==> src/rtl/qvu_pkg.sv <==
package qvu_pkg;

	localparam int Q_W        = 16;
	localparam int GAIN_W     = 16;
	localparam int MOVES      = 4;
	localparam int MOVE_W     = 2;
	localparam int COORD_W    = 3;
	localparam int IN_DATA_W  = 32;
	localparam int OUT_DATA_W = 16;
	localparam int CFG_IDX_W  = 2;

	localparam int GRID_X_DEF = 8;
	localparam int GRID_Y_DEF = 8;

	localparam logic [GAIN_W-1:0] STEP_GAIN_RST     = 16'd52429;
	localparam logic [GAIN_W-1:0] DISCOUNT_GAIN_RST = 16'd13107;

	// one memory word holds the four action values of a cell
	typedef logic [MOVES-1:0][Q_W-1:0] row_t;

	typedef enum logic [CFG_IDX_W-1:0] {
		CFG_LEARNING_MODE = 2'd0,
		CFG_STEP_GAIN     = 2'd1,
		CFG_DISCOUNT_GAIN = 2'd2
	} cfg_idx_t;

	typedef enum logic [0:0] {
		MODE_QLEARN = 1'b0,
		MODE_SARSA  = 1'b1
	} mode_t;

	typedef enum logic [2:0] {
		ST_CLEAR,
		ST_IDLE,
		ST_NQ,
		ST_MUL1,
		ST_TGT,
		ST_MUL2,
		ST_WB
	} state_t;

	typedef struct packed {
		logic ld_nq;
		logic ld_mul1;
		logic ld_tgt;
		logic ld_mul2;
	} dp_ctrl_t;

endpackage

==> src/rtl/qvu_mem.sv <==
module qvu_mem #(
	parameter int ROWS   = 64,
	parameter int ADDR_W = 6
) (
	input  logic              clk,
	input  logic              we,
	input  logic [ADDR_W-1:0] waddr,
	input  qvu_pkg::row_t     wdata,
	input  logic              re,
	input  logic [ADDR_W-1:0] raddr,
	output qvu_pkg::row_t     rdata
);
	import qvu_pkg::*;

	row_t mem [ROWS];

	always_ff @(posedge clk) begin
		if (we) begin
			mem[waddr] <= wdata;
		end
	end

	always_ff @(posedge clk) begin
		if (re) begin
			rdata <= mem[raddr];
		end
	end

endmodule

==> config.mk <==
export PLATFORM = sky130hd
export DESIGN_NAME = qvu_mem
export DESIGN_NICKNAME = d
export VERILOG_FILES = /design/src/rtl/qvu_pkg.sv /design/src/rtl/qvu_mem.sv
export SDC_FILE = /design/constraint.sdc
export NUM_CORES = 2
export LEC_CHECK = 0
export BUFFER_PORTS_ARGS = -buffer_cell sky130_fd_sc_hd__buf_2
export CORE_ASPECT_RATIO = 0.6
export CORE_MARGIN = 5
export CORE_UTILIZATION = 57
export CTS_CLUSTER_SIZE = 20
export DETAILED_ROUTE_END_ITERATION = 8
export PLACE_DENSITY_LB_ADDON = 0.25
export SLEW_MARGIN = 10
export SYNTH_ARGS = -nofsm -noshare
export SYNTH_HDL_FRONTEND = slang
export SYNTH_SLANG_ARGS = --single-unit
export TNS_END_PERCENT = 10
==> constraint.sdc <==
create_clock -name clk -period 5.25 [get_ports clk]
set_input_delay 0 -clock clk [delete_from_list [all_inputs] [get_ports clk]]
set_output_delay 0 -clock clk [all_outputs]
set_load 0.05 [all_outputs]
* Yosys cells after proc, flatten, opt, wreduce, memory -nomap -nowiden
Memories as Yosys holds them, arrays and structs flattened. A register that Yosys moved wholly into a read port is not among the register bits. Index checks and enable logic that the tools add are counted.
Storage, ports and cells: register bits after elaboration 0, bits in writable memories 4096, input bits 79, output and inout bits 64, word-level logic and storage cells 3, memories kept 1
Cells by class: mux-type cells 2
Memory list:
- mem | depth 64, bits a word 64, rd ports 1, clocked after memory_dff 1, wr ports 1, RTL line qvu_mem.sv:15 | row_t mem [ROWS];
Operator list (count):
- 1-bit 2-to-1 mux | 2

* Logic depth before layout (Yosys ltp)
word-level depth 2, gate-level depth with buffers 9

* Worst setup path before layout
OpenSTA, ideal clock, no wires.
path type input-to-reg, start point input waddr[3], end point memory mem[48][0] in the netlist's numbering (enable), library setup time 0.564 ns, arrival 4.872 ns, required time 4.686 ns, path slack -0.186 ns, stages on the path 4, buffers on the path 1, cell sequence clkbuf_1 -> nor2b_1 -> nand4b_1 -> nor3_1
RTL lines:
- start: declaration | RTL line qvu_mem.sv:7 | input logic [ADDR_W-1:0] waddr,
- end: declaration | RTL line qvu_mem.sv:15
Straight into the memory's write port.

* Worst setup path after layout
start point input waddr[1], end point memory mem[35][2] in the netlist's numbering (enable)
Straight into the memory's write port.

==> impl_metrics.yaml <==
clocking:
  clock_path_buffers: 4
  numCtsBuffers: 358
  cts.sinks: 4160
  clkTransAtPathRegs_ns: 0.07
  root_buffer: "clkbuf_16"
  post_cts_buffers: 0
  clock_latency_ns: 0.90
  cts_max_level: 5
  cts_tree: "built"
routing:
  drc_errors: 0
  drt_first_pass_iters: 5
  dr_total_vias: 77800
  drt_iter0_drc: 12800
  ant_nets: 0
  routed_wirelength_um: 434000
  routed_via_density: 7.05
  routedWlPerCell_um: 39.4
synthesis:
  synth.distinct_cells: 32
  synth_area_sq_um: 157000
  synthMuxAreaShare: 0.156
  synth_fa_ha_area_frac: 0
  synth-warning-count: 0
  synth_ff_type: "edfxtp_1"
  synth_xor_area_frac: 0
  netlist_top_cells_count: "edfxtp_1, mux4_2, buf_2"
  syn-num-nets: 6677
  synth_simple_gate_area_frac: 0.0123
  async_flop_share: 0
  synth_top_family_by_area: "multiplexers"
  yosysTopAreaCellShare: 0.796
  yosysMostFrequentCell: "edfxtp_1"
  synth_edf_count: 4160
  synth.ff_latch_count: 4160
  synth.largest_area_cell: "edfxtp_1"
  synth_compound_area_frac: 0.0247
  syn_inst: 6598
  avgSynthCellArea_sq_um: 23.8
  synth_area_leaders: "edfxtp_1, mux4_2, mux2i_1, a22oi_1, buf_2"
  synth_seq_area_share: 0.796
floorplan:
  io_pins: 143
  initial_core_util: 0.572
  num_rows: 149
  die_w_um: 688
  die_area_sq_um: 286000
  die_h_um: 417
  core_area_sq_um: 274000
power_and_ir_drop:
  pwr-share-comb: 0.050
  pwr-share-seq: 0.562
  cellPowerDensity_nw_per_um2: 375
  clockPowerShare: 0.388
  power_leakage_nw: 54.4
  p_int_w: 0.0519
  swShare: 0.212
  ir_worst_vdd_v: 0.000334
  p_switching_w: 0.0139
timing:
  finalCriticalPeriod_ns: 2.90
  finalCritPeriodShare: 0.553
  hold_viol: 0
  setup_slack_ns: 2.35
  max_slew.worst_pin.slew_ns: 1.27
  maxSlewHeadroom: 0.156
  setup_viol: 0
  grt_setup_unrepaired: "no"
  finalMaxSlewViolations: 0
  max_freq_ghz: 0.345
  clock_skew_ns: 0.0299
cells_and_area:
  stdcell_area_sq_um: 175000
  layout-drive-gt1-share: 0.272
  area_growth_pct: 11.7
  final_util: 0.639
  instances_no_fill: 11000
  nets: 7123
  nFillCells: 17600
setup_path:
  path_class: "input pin to flip-flop"
  critical_path.endpoint_type: "flip-flop"
  cp.arrival_ns: 3.41
  worstPathCellList: "dlygate4sd3_1, buf_2, nor2b_1, nand3_1, nor2_4, buf_4"
  r2r_slack_ns: 2.78
  slowest_delay_ns: 0.97
  crit_path_top_delay_cell: "nor2_4"
  startpoint_type: "input pin"
  cp_max_fo: 21
  crit_required_ns: 5.76
global_route:
  grt_pass1_wl_um: 604000
  antenna_found_initial: 57
  grt-ovfl-total: 0
  grt_max_degree: 97
  grt_pass1_vias: 75800
  gr-usage-all-layers: 0.304
placed_design:
  post-place-ws_ns: 1.92
  place_congestion: 0.809
  hpwl_um: 233000
  place_area_sq_um: 164000
  port_buffers: 142
  placed_cells: 10300
status:
  status: "completed"
hold_path:
  min_path_type: "input pin to flip-flop"
run:
  cap_violations: 0
-- metrics by stage --
| stage | total power (W) | hold slack [ns] | TNS (ns) |
|---|---|---|---|
| after floorplan | 0.0395 | 0.0989 | -11.51 |
| after global placement | 0.0409 | 0.579 | 0 |
| after detailed placement | 0.0409 | 0.582 | 0 |
| after CTS | 0.0661 | 0.0334 | 0 |
| after global routing | 0.0677 | 0.0824 | 0 |
| final | 0.0658 | 0.0704 | 0 |
-- cells in the final DEF (no fill, tap or decap), types with 29 or more instances in the layout --
cell type and n:
edfxtp_1 4160, mux4_2 1024, clkbuf_16 369, buf_4 189, a22oi_1 168, buf_2 138
mux2i_1 135, clkinv_1 95, a22o_1 88, o22ai_1 83, dlygate4sd3_1 72, nor2_4 65
and3_1 64, a211oi_1 63, clkbuf_1 63, clkinv_2 62, nand2_1 55, buf_12 55
nor2_1 47, nand3_1 45, o221ai_1 38, or3_1 29
-- worst max-delay path, delay by kind of cell --
| kind | cells | cell delay (ns) |
|---|---|---|
| buffers and inverters | 3 | 1.54 |
| AND/OR/NAND/NOR | 3 | 1.80 |
-- sequential cells by signal, summed over array words and instances (netlist names) --
signal and count:
mem 4096, rdata 64
-- final timing paths --
| check | from | to | depth (start not counted) |
|---|---|---|---|
| worst max register to register | mem[51][1] | rdata[1] | 5 |
| worst min register to register | mem[42][34] | rdata[34] | 4 |
| worst min-delay path | waddr[0] | mem[55][27] | 3 |
| worst max-delay path | waddr[1] | mem[35][2] | 6 |
-- area by class of cell --
| cell class | count | area (sq um) | share of cell area |
|---|---|---|---|
| diodes | 10 | 25.0 | 0.000143 |
| clock buffers | 432 | 9470 | 0.0540 |
| clock inverters | 202 | 1540 | 0.00879 |
| inverters | 19 | 71.3 | 0.000407 |
| multi-input cells | 2049 | 30800 | 0.176 |
| flip-flops and latches | 4160 | 125000 | 0.712 |
| well taps | 3699 | 4630 | 0.0264 |
| repair buffers | 456 | 3960 | 0.0226 |
-- metal layers --
layer  GRT usage  wire length [um]  up-vias
met5           0               108        -
met4      0.0845             13800       16
met3      0.0894             67000      815
met2       0.421            186000     6226
met1       0.477            168000    41300
li1            -                 -    29400
-- repair_timing --
action,CTS,global route
endpoints found under the hold margin,4206,0
resized for setup,0,0
hold buffers,72,0
-- logic make-up (layout without fill, tap and decap cells) --
kind of cell	Yosys count	count (layout)
other	0	10
AOI/OAI and AO/OA	504	504
buffers and inverters	389	1109
DFF	4160	4160
and+or+nand+nor	386	386
muxes	1159	1159
-- power groups by stage --
stage	logic, W	clock network, W	registers (W)
2_1_floorplan	0.00171	0	0.0378
3_3_place_gp	0.00316	0	0.0377
4_1_cts	0.00330	0.0258	0.0370
6_report	0.00332	0.0255	0.0370
5_1_grt	0.00348	0.0272	0.0370
3_5_place_dp	0.00323	0	0.0377
Note: power is estimated with default switching activity, not from simulation.
